<file path="config.mk">
export PLATFORM = sky130hd
export DESIGN_NAME = feed_text_normalizer_core
export DESIGN_NICKNAME = d
export VERILOG_FILES = /design/src/rtl/fnt_pkg.sv /design/src/rtl/fnt_queue.sv /design/src/rtl/fnt_front.sv /design/src/rtl/fnt_back.sv /design/src/rtl/feed_text_normalizer_core.sv
export SDC_FILE = /design/constraint.sdc
export NUM_CORES = 1
export LEC_CHECK = 0
export BUFFER_PORTS_ARGS = -buffer_cell sky130_fd_sc_hd__clkbuf_2
export CORE_UTILIZATION = 55
export DETAILED_ROUTE_END_ITERATION = 16
export GPL_TIMING_DRIVEN = 0
export PLACE_DENSITY = 0.83
export REMOVE_ABC_BUFFERS = 1
export SETUP_SLACK_MARGIN = 0.15
export SLEW_MARGIN = 25
export SYNTH_ARGS = -nofsm -noshare
export SYNTH_HDL_FRONTEND = slang
export SYNTH_HIERARCHICAL = 1
export SYNTH_SLANG_ARGS = --single-unit
</file>
<file path="constraint.sdc">
create_clock -name clk -period 5.2 [get_ports clk]
set_clock_uncertainty 0.1 [all_clocks]
set_input_delay 1.04 -clock clk [delete_from_list [all_inputs] [get_ports clk]]
set_output_delay 1.04 -clock clk [all_outputs]
set_load 0.01 [all_outputs]
</file>
<file path="src/rtl/fnt_pkg.sv">
// Package for the feed text normalizer: queue entry type, front state codes,
// character constants and queue sizing. No dependencies.
`timescale 1ns / 1ps
`default_nettype none

package fnt_pkg;

    localparam int QDEPTH = 4;
    localparam int QAW    = $clog2(QDEPTH);

    localparam logic [7:0] CH_NUL   = 8'h00;
    localparam logic [7:0] CH_TAB   = 8'h09;
    localparam logic [7:0] CH_LF    = 8'h0A;
    localparam logic [7:0] CH_CR    = 8'h0D;
    localparam logic [7:0] CH_SPACE = 8'h20;
    localparam logic [7:0] CH_AMP   = 8'h26;
    localparam logic [7:0] CH_LATIN = 8'hC3;

    // Entity prefix ids held by the front; 0 means no prefix.
    localparam logic [4:0] PFX_NONE = 5'd0;
    localparam logic [4:0] PFX_AMP  = 5'd1;

    // tail: entry comes from the final input transfer of its text
    typedef struct packed {
        logic       has_byte;
        logic [7:0] data;
        logic       last;
        logic       tail;
    } fnt_entry_t;

    typedef enum logic [1:0] {
        FR_IDLE,
        FR_RELEASE,
        FR_HELD,
        FR_END_RELEASE
    } fnt_front_state_t;

    typedef enum logic [1:0] {
        STEP_ADV,
        STEP_ENT,
        STEP_MISS
    } fnt_step_kind_t;

    typedef struct packed {
        fnt_step_kind_t kind;
        logic [4:0]     nxt;
        logic [7:0]     val;
    } fnt_step_t;

endpackage

`default_nettype wire

</file>
<file path="src/rtl/fnt_queue.sv">
// Short FIFO of decoded-byte entries between front and back.
// Depends on fnt_pkg.
`timescale 1ns / 1ps
`default_nettype none

module fnt_queue
    import fnt_pkg::*;
(
    input  wire logic       clk,
    input  wire logic       rst_n,
    input  wire logic       push,
    input  wire fnt_entry_t push_entry,
    output logic            full,
    input  wire logic       pop,
    output logic            head_valid,
    output fnt_entry_t      head_entry
);

    fnt_entry_t     mem_reg [QDEPTH];
    logic [QAW-1:0] wr_ptr_reg, wr_ptr_next;
    logic [QAW-1:0] rd_ptr_reg, rd_ptr_next;
    logic [QAW:0]   count_reg, count_next;
    logic           do_push, do_pop;

    assign full       = (count_reg == (QAW+1)'(QDEPTH));
    assign head_valid = (count_reg != '0);
    assign head_entry = mem_reg[rd_ptr_reg];
    assign do_push    = push && !full;
    assign do_pop     = pop && head_valid;

    always_comb
    begin
        wr_ptr_next = do_push ? wr_ptr_reg + 1'b1 : wr_ptr_reg;
        rd_ptr_next = do_pop ? rd_ptr_reg + 1'b1 : rd_ptr_reg;
        count_next  = count_reg;
        if (do_push && !do_pop)
        begin
            count_next = count_reg + 1'b1;
        end
        else if (do_pop && !do_push)
        begin
            count_next = count_reg - 1'b1;
        end
    end

    always_ff @(posedge clk or negedge rst_n)
    begin
        if (!rst_n)
        begin
            wr_ptr_reg <= '0;
            rd_ptr_reg <= '0;
            count_reg  <= '0;
        end
        else
        begin
            wr_ptr_reg <= wr_ptr_next;
            rd_ptr_reg <= rd_ptr_next;
            count_reg  <= count_next;
        end
    end

    always_ff @(posedge clk)
    begin
        if (do_push)
        begin
            mem_reg[wr_ptr_reg] <= push_entry;
        end
    end

endmodule

`default_nettype wire

</file>
<file path="src/rtl/fnt_front.sv">
// Front part: accepts raw bytes, tracks entity prefixes, decodes entities and
// releases unmatched prefixes one byte per transfer. Depends on fnt_pkg.
`timescale 1ns / 1ps
`default_nettype none

module fnt_front
    import fnt_pkg::*;
(
    input  wire logic       clk,
    input  wire logic       rst_n,
    input  wire logic       s_axis_tvalid,
    output logic            s_axis_tready,
    input  wire logic [7:0] s_axis_tdata,   // in_byte
    input  wire logic       s_axis_tlast,   // in_last
    output logic            push,
    output fnt_entry_t      push_entry,
    input  wire logic       q_full
);

    function automatic logic [2:0] prefix_len(input logic [4:0] id);
        case (id)
            5'd1:                          prefix_len = 3'd1;
            5'd2, 5'd8, 5'd10, 5'd12, 5'd16: prefix_len = 3'd2;
            5'd3, 5'd5, 5'd9, 5'd11, 5'd13, 5'd17: prefix_len = 3'd3;
            5'd4, 5'd6, 5'd14, 5'd18:      prefix_len = 3'd4;
            5'd7, 5'd15:                   prefix_len = 3'd5;
            default:                       prefix_len = 3'd0;
        endcase
    endfunction

    function automatic logic [7:0] prefix_char(input logic [4:0] id, input logic [2:0] idx);
        logic [4:0][7:0] t;
        case (id)
            5'd1:    t = {"&", 32'h0};
            5'd2:    t = {"&a", 24'h0};
            5'd3:    t = {"&am", 16'h0};
            5'd4:    t = {"&amp", 8'h0};
            5'd5:    t = {"&ap", 16'h0};
            5'd6:    t = {"&apo", 8'h0};
            5'd7:    t = "&apos";
            5'd8:    t = {"&l", 24'h0};
            5'd9:    t = {"&lt", 16'h0};
            5'd10:   t = {"&g", 24'h0};
            5'd11:   t = {"&gt", 16'h0};
            5'd12:   t = {"&q", 24'h0};
            5'd13:   t = {"&qu", 16'h0};
            5'd14:   t = {"&quo", 8'h0};
            5'd15:   t = "&quot";
            5'd16:   t = {"&#", 24'h0};
            5'd17:   t = {"&#3", 16'h0};
            5'd18:   t = {"&#39", 8'h0};
            default: t = '0;
        endcase
        prefix_char = t[3'd4 - idx];
    endfunction

    function automatic fnt_step_t entity_step(input logic [4:0] id, input logic [7:0] c);
        fnt_step_t s;
        s.kind = STEP_MISS;
        s.nxt  = PFX_NONE;
        s.val  = 8'h00;
        case (id)
            5'd1:
            begin
                if (c == "a")      begin s.kind = STEP_ADV; s.nxt = 5'd2;  end
                else if (c == "l") begin s.kind = STEP_ADV; s.nxt = 5'd8;  end
                else if (c == "g") begin s.kind = STEP_ADV; s.nxt = 5'd10; end
                else if (c == "q") begin s.kind = STEP_ADV; s.nxt = 5'd12; end
                else if (c == "#") begin s.kind = STEP_ADV; s.nxt = 5'd16; end
            end
            5'd2:
            begin
                if (c == "m")      begin s.kind = STEP_ADV; s.nxt = 5'd3; end
                else if (c == "p") begin s.kind = STEP_ADV; s.nxt = 5'd5; end
            end
            5'd3:  if (c == "p") begin s.kind = STEP_ADV; s.nxt = 5'd4;  end
            // decoded ampersand opens a new prefix
            5'd4:  if (c == ";") begin s.kind = STEP_ADV; s.nxt = PFX_AMP; end
            5'd5:  if (c == "o") begin s.kind = STEP_ADV; s.nxt = 5'd6;  end
            5'd6:  if (c == "s") begin s.kind = STEP_ADV; s.nxt = 5'd7;  end
            5'd7:  if (c == ";") begin s.kind = STEP_ENT; s.val = "'";   end
            5'd8:  if (c == "t") begin s.kind = STEP_ADV; s.nxt = 5'd9;  end
            5'd9:  if (c == ";") begin s.kind = STEP_ENT; s.val = "<";   end
            5'd10: if (c == "t") begin s.kind = STEP_ADV; s.nxt = 5'd11; end
            5'd11: if (c == ";") begin s.kind = STEP_ENT; s.val = ">";   end
            5'd12: if (c == "u") begin s.kind = STEP_ADV; s.nxt = 5'd13; end
            5'd13: if (c == "o") begin s.kind = STEP_ADV; s.nxt = 5'd14; end
            5'd14: if (c == "t") begin s.kind = STEP_ADV; s.nxt = 5'd15; end
            5'd15: if (c == ";") begin s.kind = STEP_ENT; s.val = "\"";  end
            5'd16: if (c == "3") begin s.kind = STEP_ADV; s.nxt = 5'd17; end
            5'd17: if (c == "9") begin s.kind = STEP_ADV; s.nxt = 5'd18; end
            5'd18: if (c == ";") begin s.kind = STEP_ENT; s.val = "'";   end
            default: s.kind = STEP_MISS;
        endcase
        return s;
    endfunction

    fnt_front_state_t state_reg, state_next;
    logic [4:0]       prog_reg, prog_next;
    logic [2:0]       idx_reg, idx_next;
    logic [7:0]       held_byte_reg, held_byte_next;
    logic             held_last_reg, held_last_next;
    logic             accept;
    logic             rel_done;
    logic [7:0]       rel_char;
    fnt_step_t        step;

    assign s_axis_tready = (state_reg == FR_IDLE) && !q_full;
    assign accept        = s_axis_tvalid && s_axis_tready;
    assign step          = entity_step(prog_reg, s_axis_tdata);
    assign rel_char      = prefix_char(prog_reg, idx_reg);
    assign rel_done      = (idx_reg == prefix_len(prog_reg) - 3'd1);

    always_comb
    begin
        state_next     = state_reg;
        prog_next      = prog_reg;
        idx_next       = idx_reg;
        held_byte_next = held_byte_reg;
        held_last_next = held_last_reg;
        push           = 1'b0;
        push_entry     = '{has_byte: 1'b1, data: s_axis_tdata, last: s_axis_tlast,
                           tail: s_axis_tlast};
        case (state_reg)
            FR_IDLE:
            begin
                idx_next = 3'd0;
                if (accept)
                begin
                    if (s_axis_tdata == CH_NUL)
                    begin
                        if (s_axis_tlast)
                        begin
                            if (prog_reg != PFX_NONE)
                            begin
                                state_next = FR_END_RELEASE;
                            end
                            else
                            begin
                                push       = 1'b1;
                                push_entry = '{has_byte: 1'b0, data: CH_NUL, last: 1'b1,
                                               tail: 1'b1};
                            end
                        end
                    end
                    else if (prog_reg == PFX_NONE)
                    begin
                        if (s_axis_tdata == CH_AMP)
                        begin
                            prog_next = PFX_AMP;
                            if (s_axis_tlast)
                            begin
                                state_next = FR_END_RELEASE;
                            end
                        end
                        else
                        begin
                            push = 1'b1;
                        end
                    end
                    else
                    begin
                        case (step.kind)
                            STEP_ADV:
                            begin
                                prog_next = step.nxt;
                                if (s_axis_tlast)
                                begin
                                    state_next = FR_END_RELEASE;
                                end
                            end
                            STEP_ENT:
                            begin
                                prog_next       = PFX_NONE;
                                push            = 1'b1;
                                push_entry.data = step.val;
                            end
                            default:
                            begin
                                held_byte_next = s_axis_tdata;
                                held_last_next = s_axis_tlast;
                                state_next     = FR_RELEASE;
                            end
                        endcase
                    end
                end
            end
            FR_RELEASE:
            begin
                if (!q_full)
                begin
                    push       = 1'b1;
                    push_entry = '{has_byte: 1'b1, data: rel_char, last: 1'b0,
                                   tail: held_last_reg};
                    idx_next   = idx_reg + 3'd1;
                    if (rel_done)
                    begin
                        prog_next  = PFX_NONE;
                        idx_next   = 3'd0;
                        state_next = FR_HELD;
                    end
                end
            end
            FR_HELD:
            begin
                if (held_byte_reg == CH_AMP)
                begin
                    prog_next  = PFX_AMP;
                    state_next = held_last_reg ? FR_END_RELEASE : FR_IDLE;
                end
                else if (!q_full)
                begin
                    push       = 1'b1;
                    push_entry = '{has_byte: 1'b1, data: held_byte_reg, last: held_last_reg,
                                   tail: held_last_reg};
                    state_next = FR_IDLE;
                end
            end
            FR_END_RELEASE:
            begin
                if (!q_full)
                begin
                    push       = 1'b1;
                    push_entry = '{has_byte: 1'b1, data: rel_char, last: rel_done,
                                   tail: 1'b1};
                    idx_next   = idx_reg + 3'd1;
                    if (rel_done)
                    begin
                        prog_next  = PFX_NONE;
                        idx_next   = 3'd0;
                        state_next = FR_IDLE;
                    end
                end
            end
            default:
            begin
                state_next = FR_IDLE;
            end
        endcase
    end

    always_ff @(posedge clk or negedge rst_n)
    begin
        if (!rst_n)
        begin
            state_reg <= FR_IDLE;
            prog_reg  <= PFX_NONE;
            idx_reg   <= 3'd0;
        end
        else
        begin
            state_reg <= state_next;
            prog_reg  <= prog_next;
            idx_reg   <= idx_next;
        end
    end

    always_ff @(posedge clk)
    begin
        held_byte_reg <= held_byte_next;
        held_last_reg <= held_last_next;
    end

endmodule

`default_nettype wire

</file>
<file path="src/rtl/fnt_back.sv">
// Back part: folds Latin-1 UTF-8 pairs, collapses whitespace, holds back one
// result to place the end flag, and drives the output register. Depends on fnt_pkg.
`timescale 1ns / 1ps
`default_nettype none

module fnt_back
    import fnt_pkg::*;
(
    input  wire logic       clk,
    input  wire logic       rst_n,
    input  wire logic       head_valid,
    input  wire fnt_entry_t head_entry,
    output logic            pop,
    output logic            m_axis_tvalid,
    input  wire logic       m_axis_tready,
    output logic [7:0]      m_axis_tdata,   // out_byte
    output logic            m_axis_tuser,   // out_has_byte
    output logic            m_axis_tlast    // out_last
);

    function automatic logic [7:0] fold_trail(input logic [7:0] n);
        if (n inside {[8'hA0:8'hA5]})                 fold_trail = "a";
        else if (n == 8'hA7)                          fold_trail = "c";
        else if (n inside {[8'hA8:8'hAB]})            fold_trail = "e";
        else if (n inside {[8'hAC:8'hAF]})            fold_trail = "i";
        else if (n == 8'hB0)                          fold_trail = "d";
        else if (n == 8'hB1)                          fold_trail = "n";
        else if (n inside {[8'hB2:8'hB6], 8'hB8})     fold_trail = "o";
        else if (n inside {[8'hB9:8'hBC]})            fold_trail = "u";
        else if (n inside {8'hBD, 8'hBF})             fold_trail = "y";
        else if (n inside {[8'h80:8'h85]})            fold_trail = "A";
        else if (n == 8'h87)                          fold_trail = "C";
        else if (n inside {[8'h88:8'h8B]})            fold_trail = "E";
        else if (n inside {[8'h8C:8'h8F]})            fold_trail = "I";
        else if (n == 8'h91)                          fold_trail = "N";
        else if (n inside {[8'h92:8'h96]})            fold_trail = "O";
        else if (n inside {[8'h99:8'h9C]})            fold_trail = "U";
        else                                          fold_trail = 8'h00;
    endfunction

    logic       pending_reg, pending_next;
    logic       latin_reg, latin_next;
    logic       byte_done_reg, byte_done_next;
    logic       hold_valid_reg, hold_valid_next;
    logic [7:0] hold_byte_reg, hold_byte_next;
    logic       hold_tail_reg, hold_tail_next;
    logic       out_valid_reg, out_valid_next;
    logic [7:0] out_byte_reg, out_byte_next;
    logic       out_has_reg, out_has_next;
    logic       out_last_reg, out_last_next;

    logic [7:0] c, fold;
    logic       em, pend, lat, proceed;
    logic [7:0] ch;
    logic       r_valid;
    logic [7:0] r_byte;
    logic       out_free;

    assign c             = head_entry.data;
    assign fold          = fold_trail(c);
    assign out_free      = !out_valid_reg || m_axis_tready;
    assign m_axis_tvalid = out_valid_reg;
    assign m_axis_tdata  = out_byte_reg;
    assign m_axis_tuser  = out_has_reg;
    assign m_axis_tlast  = out_last_reg;

    // classify one decoded byte against the current fold/space state
    always_comb
    begin
        em      = 1'b0;
        ch      = c;
        pend    = pending_reg;
        lat     = latin_reg;
        proceed = 1'b1;
        if (latin_reg)
        begin
            lat = 1'b0;
            if (fold != 8'h00)
            begin
                em = 1'b1;
                ch = fold;
            end
            else
            begin
                pend = 1'b1;
            end
            if (c inside {[8'h80:8'hBF]})
            begin
                proceed = 1'b0;
            end
        end
        if (proceed)
        begin
            if (c == CH_LF || c == CH_CR || c == CH_TAB || c == CH_SPACE)
            begin
                pend = 1'b1;
            end
            else if (c >= 8'hC0)
            begin
                if (c == CH_LATIN)
                begin
                    lat = 1'b1;
                end
                else
                begin
                    pend = 1'b1;
                end
            end
            else if (!c[7])
            begin
                em = 1'b1;
                ch = c;
            end
        end
    end

    always_comb
    begin
        pending_next    = pending_reg;
        latin_next      = latin_reg;
        byte_done_next  = byte_done_reg;
        hold_valid_next = hold_valid_reg;
        hold_byte_next  = hold_byte_reg;
        hold_tail_next  = hold_tail_reg;
        out_valid_next  = out_valid_reg && !m_axis_tready;
        out_byte_next   = out_byte_reg;
        out_has_next    = out_has_reg;
        out_last_next   = out_last_reg;
        pop             = 1'b0;
        r_valid         = 1'b0;
        r_byte          = ch;
        if (head_valid && out_free)
        begin
            if (head_entry.has_byte && !byte_done_reg)
            begin
                if (em && pend)
                begin
                    // space first; entry is revisited for the character
                    r_valid      = 1'b1;
                    r_byte       = CH_SPACE;
                    pending_next = 1'b0;
                    latin_next   = latin_reg && (fold != 8'h00);
                end
                else
                begin
                    r_valid      = em;
                    pending_next = pend && !em;
                    latin_next   = lat;
                    if (head_entry.last)
                    begin
                        byte_done_next = 1'b1;
                    end
                    else
                    begin
                        pop = 1'b1;
                    end
                end
                if (r_valid)
                begin
                    if (hold_valid_reg)
                    begin
                        out_valid_next = 1'b1;
                        out_byte_next  = hold_byte_reg;
                        out_has_next   = 1'b1;
                        out_last_next  = 1'b0;
                    end
                    hold_valid_next = 1'b1;
                    hold_byte_next  = r_byte;
                    hold_tail_next  = head_entry.tail;
                end
            end
            else if (hold_valid_reg && !hold_tail_reg)
            begin
                // held result belongs to an earlier input transfer: send it plain,
                // the end marker follows on its own
                out_valid_next  = 1'b1;
                out_byte_next   = hold_byte_reg;
                out_has_next    = 1'b1;
                out_last_next   = 1'b0;
                hold_valid_next = 1'b0;
            end
            else
            begin
                out_valid_next  = 1'b1;
                out_byte_next   = hold_valid_reg ? hold_byte_reg : CH_NUL;
                out_has_next    = hold_valid_reg;
                out_last_next   = 1'b1;
                hold_valid_next = 1'b0;
                pending_next    = 1'b0;
                latin_next      = 1'b0;
                byte_done_next  = 1'b0;
                pop             = 1'b1;
            end
        end
    end

    always_ff @(posedge clk or negedge rst_n)
    begin
        if (!rst_n)
        begin
            pending_reg    <= 1'b0;
            latin_reg      <= 1'b0;
            byte_done_reg  <= 1'b0;
            hold_valid_reg <= 1'b0;
            out_valid_reg  <= 1'b0;
        end
        else
        begin
            pending_reg    <= pending_next;
            latin_reg      <= latin_next;
            byte_done_reg  <= byte_done_next;
            hold_valid_reg <= hold_valid_next;
            out_valid_reg  <= out_valid_next;
        end
    end

    always_ff @(posedge clk)
    begin
        hold_byte_reg <= hold_byte_next;
        hold_tail_reg <= hold_tail_next;
        out_byte_reg  <= out_byte_next;
        out_has_reg   <= out_has_next;
        out_last_reg  <= out_last_next;
    end

endmodule

`default_nettype wire

</file>
<file path="src/rtl/feed_text_normalizer_core.sv">
// Throughput: one byte per cycle while the queue has room and no prefix is being released;
// an unmatched prefix stalls input while it is released, and the back part spends extra
// steps on each pending space and at a text end. A queue entry is registered before it is
// processed; its result is held until the next result or the end of its text is processed.
// Reset (rst_n low, asynchronous): prefix, space and lead state cleared, queue
// and output register empty. Top level; depends on fnt_pkg, fnt_front, fnt_queue, fnt_back.
`timescale 1ns / 1ps
`default_nettype none

module feed_text_normalizer_core
    import fnt_pkg::*;
(
    input  wire logic       clk,
    input  wire logic       rst_n,
    input  wire logic       s_axis_tvalid,
    output logic            s_axis_tready,
    input  wire logic [7:0] s_axis_tdata,   // [7:0] in_byte
    input  wire logic       s_axis_tlast,   // in_last
    output logic            m_axis_tvalid,
    input  wire logic       m_axis_tready,
    output logic [7:0]      m_axis_tdata,   // [7:0] out_byte
    output logic            m_axis_tuser,   // [0] out_has_byte
    output logic            m_axis_tlast    // out_last
);

    logic       push;
    fnt_entry_t push_entry;
    logic       q_full;
    logic       pop;
    logic       head_valid;
    fnt_entry_t head_entry;

    fnt_front u_front (
        .clk           (clk),
        .rst_n         (rst_n),
        .s_axis_tvalid (s_axis_tvalid),
        .s_axis_tready (s_axis_tready),
        .s_axis_tdata  (s_axis_tdata),
        .s_axis_tlast  (s_axis_tlast),
        .push          (push),
        .push_entry    (push_entry),
        .q_full        (q_full)
    );

    fnt_queue u_queue (
        .clk        (clk),
        .rst_n      (rst_n),
        .push       (push),
        .push_entry (push_entry),
        .full       (q_full),
        .pop        (pop),
        .head_valid (head_valid),
        .head_entry (head_entry)
    );

    fnt_back u_back (
        .clk           (clk),
        .rst_n         (rst_n),
        .head_valid    (head_valid),
        .head_entry    (head_entry),
        .pop           (pop),
        .m_axis_tvalid (m_axis_tvalid),
        .m_axis_tready (m_axis_tready),
        .m_axis_tdata  (m_axis_tdata),
        .m_axis_tuser  (m_axis_tuser),
        .m_axis_tlast  (m_axis_tlast)
    );

endmodule

`default_nettype wire

</file>
==> implementation parameters <==
Parameter                              Value

Layout
  Fillers    909
  Proportion of layout cells with a drive suffix above 1    0.134
  Count of inserted antenna diode cells    0
  Area overhead of the layout relative to synthesis    5.67%
  Net count of the finished layout    664
  Number of flip-flops in the largest register    44
  Number of standard cells in the final layout excluding fillers    783

Routing
  Detailed-router iteration count before antenna repair    5
  Detailed Route Iter0 Violations    ~730
  Via density    6.94
  Average wire length per cell after detail routing    20.7 um
  Number of DRC violations after detailed routing    0
  Total detailed-routing wirelength    16.2 mm
  Antenna-violating nets left    0
  Routed vias    5434

Synth
  Distinct cell type count after synthesis    102
  Cell area after technology mapping    0.00651 sq mm
  Warnings, synthesis    6
  Post-synth ARST share    0.234
  Post-synth top flop    sky130_fd_sc_hd__edfxtp_1
  Number of synthesized flops with an enable pin    72
  Number of instances in the synthesized netlist    642
  Synthesized area per cell    approximately 10 sq um
  #FFs+latches synth    94
  Sequential fraction of the synthesis area    0.417

Place
  Detail Placement HPWL    11.7 mm
  Worst setup slack after placement    slightly above 0.3 ns
  Placer Congestion    0.975
  Cell count after placement    approximately 770
  I/O Buffers    24

CTS
  Number of buffers added by the clock tree synthesis step    9
  Number of hold buffers added after CTS    0
  Clock latency at the later pin of the worst-skew pair    0.34 ns
  Clock tree from TritonCTS    done
  Clock buffer depth    2
  Post-CTS resize count    0
  Number of post-CTS setup repair buffers    0
  Clk pin slew, worst setup/hold paths    about 0.070 ns
  Sinks on the clock net    94
  Buffer type at the clock tree root    sky130_fd_sc_hd__clkbuf_16
  Clock H-tree levels    3

STA
  Highest clock rate    216 MHz
  Tcrit/Tclk final    0.892
  Final Max Tran Viols    0
  Count of final setup violators    0
  Min setup slack post-route    0.562 ns
  Final hold violation count    0
  Clock period minus worst slack    between 4 and 5 ns
  Relative max-transition margin    0.331
  Unrepaired setup endpoints after global routing    false
  Accumulated negative setup slack    0 ns
  Worst Max-Slew Pin Slew    1.00 ns

Worst setup path
  Kind of cell with the highest combined delay on the critical path    simple AND/OR/NAND/NOR gates
  Slowest cell on crit path    sky130_fd_sc_hd__dfrtp_1
  Class of the most critical setup path    reg2reg
  Worst Setup End Kind    flip-flop
  Buffer and inverter count on the worst path    2
  Maximum fanout along the worst path    12
  Worst setup SP type    flip-flop
  CP Data Arrival Time    around 4.8 ns
  CP cell instances    inv_1, ha_1, a2111oi_0, nor4_1, or3_4, nor3_4, nor2_1, o211ai_1, nor2b_2, ha_1, inv_1, fa_1, xor2_1, nor2_1, xor2_1
  Crit-path max cell delay    between 0.5 and 0.6 ns
  Endpoint required time on the critical path    5.36 ns

Power
  Static power due to leakage    2.44 nW
  Power per Cell Area    about 660 mW/mm^2
  IR drop worst, VDD    0.000460 V

Floorplanning
  FP Rows    39
  Die Wd    111 um
  IO Count    25
  Initial core utilization    0.568
  Die Outline Area    0.0123 sq mm
  Vertical die dimension    ~110 um
  Placeable core area    approximately 0.011 sq mm

Min path
  Worst Hold Class    reg2reg

Global routing
  Via count of the first global-routing pass    4951
  GRT overflow    0
  Global router's overall resource usage    0.269
  Pin count of the biggest net entering global routing    36
  Antenna violations before repair    0
  Wire length of the first global-routing pass    26.3 mm

Flow run
  Max-capacitance violation count    0

Status
  Run status    finished clean
==> cell type report <==
| cell class | instances | area (sq um) | share of cell area |
|---|---|---|---|
| well taps | 143 | 179 | 0.0260 |
| multi-input cells | 480 | 3500 | 0.508 |
| flip-flops and latches | 94 | 2710 | 0.394 |
| repair buffers | 24 | 120 | 0.0175 |
| inverters | 26 | 97.6 | 0.0142 |
| clock buffers | 10 | 229 | 0.0333 |
| clock inverters | 6 | 45.0 | 0.00655 |
==> metrics by stage <==
stage               total power, mW  area, sq um  hold WS, ns  utilization
floorplan                      3.23         6310        0.364            -
global placement               3.80         6610        0.384        0.576
detailed placement             3.90         6610        0.398        0.576
CTS                            4.53         6880        0.411        0.600
global route                   4.85         6880        0.422        0.600
finish                         4.56         6880        0.410        0.600
==> where the power goes <==
group	internal, mW	switching (mW)	total [mW]
sequential	1.29	0.222	1.51
clock	0.326	0.272	0.598
combinational	0.906	1.55	2.45
==> cells by family after synthesis <==
family	Yosys count	synth area share
flip-flops	94	0.417
buffers and inverters	68	0.0463
AND/OR/NAND/NOR	256	0.239
AO/OA/AOI/OAI	177	0.194
multiplexers	17	0.0532
XOR/XNOR	14	0.0188
adder cells (fa/ha/maj)	16	0.0319
==> cell usage in the layout, fill, tap and decap left out, drive strengths merged, types with 15 or more instances in the layout <==
cell type,n
edfxtp,72
nor2,52
o21ai,39
nand2,37
clkbuf,34
a21oi,33
inv,28
nor3,26
dfrtp,22
nor2b,19
nand3,18
nand2b,15
ha,15
==> cells in the mapped netlist (4+ instances only) <==
library cell,n,share of area
sky130_fd_sc_hd__ha_1,15,0.029
sky130_fd_sc_hd__buf_2,13,0.010
sky130_fd_sc_hd__nor2b_1,17,0.016
sky130_fd_sc_hd__edfxtp_1,72,0.33
sky130_fd_sc_hd__o31ai_1,7,0.0081
sky130_fd_sc_hd__inv_1,26,0.015
sky130_fd_sc_hd__a2111oi_0,4,0.0054
sky130_fd_sc_hd__o2bb2ai_1,4,0.0054
sky130_fd_sc_hd__xor2_1,5,0.0067
sky130_fd_sc_hd__o21ai_0,26,0.020
sky130_fd_sc_hd__nand3b_1,9,0.010
sky130_fd_sc_hd__and2_1,7,0.0067
sky130_fd_sc_hd__nor4b_1,4,0.0054
sky130_fd_sc_hd__a21oi_1,33,0.025
sky130_fd_sc_hd__or2_2,5,0.0048
sky130_fd_sc_hd__o22ai_1,4,0.0038
sky130_fd_sc_hd__o41ai_1,4,0.0054
sky130_fd_sc_hd__a221o_1,5,0.0077
sky130_fd_sc_hd__nand4_1,7,0.0067
sky130_fd_sc_hd__o21ai_1,9,0.0069
sky130_fd_sc_hd__mux4_1,8,0.032
sky130_fd_sc_hd__a22o_1,7,0.0094
sky130_fd_sc_hd__nor4_1,8,0.0077
sky130_fd_sc_hd__nand3_1,18,0.014
sky130_fd_sc_hd__nor2_1,51,0.029
sky130_fd_sc_hd__nand2_1,34,0.020
sky130_fd_sc_hd__o211ai_1,8,0.0092
sky130_fd_sc_hd__dfrtp_1,22,0.085
sky130_fd_sc_hd__xnor2_1,9,0.012
sky130_fd_sc_hd__nand2b_1,15,0.014
sky130_fd_sc_hd__a31oi_1,5,0.0048
sky130_fd_sc_hd__nor3_1,24,0.018
sky130_fd_sc_hd__a221oi_1,4,0.0054
sky130_fd_sc_hd__a22oi_1,9,0.010
sky130_fd_sc_hd__and3_1,5,0.0048
sky130_fd_sc_hd__o21ai_2,4,0.0054
sky130_fd_sc_hd__and2_2,4,0.0046
sky130_fd_sc_hd__a211oi_1,4,0.0046
sky130_fd_sc_hd__o21a_1,5,0.0058
sky130_fd_sc_hd__clkbuf_1,19,0.011
sky130_fd_sc_hd__buf_1,5,0.0029
==> layer usage <==
| layer | global-route usage | vias up | part of all wire |
|---|---|---|---|
| li1 | - | 2460 | - |
| met1 | 0.397 | 2629 | 0.43 |
| met2 | 0.407 | 319 | 0.47 |
| met3 | 0.0448 | 26 | 0.086 |
| met4 | 0.0773 | 0 | 0.016 |
| met5 | 0 | - | 0 |
==> final timing paths <==
kind,start,endpoint,slack [ns],cells past startpoint
worst max-delay path,u_front/prog_reg[1],u_queue/count_reg[2],0.56,15
min in group asynchronous,rst_n,u_front/idx_reg[0],0.60,1
worst max register to register,u_front/prog_reg[1],u_queue/count_reg[2],0.56,15
worst min-delay path,u_queue/count_reg[2],u_queue/count_reg[2],0.41,1
worst min register to register,u_queue/count_reg[2],u_queue/count_reg[2],0.41,1
max in group asynchronous,rst_n,u_back/hold_valid_reg,4.02,1
Note: power is estimated with default switching activity, not from simulation.
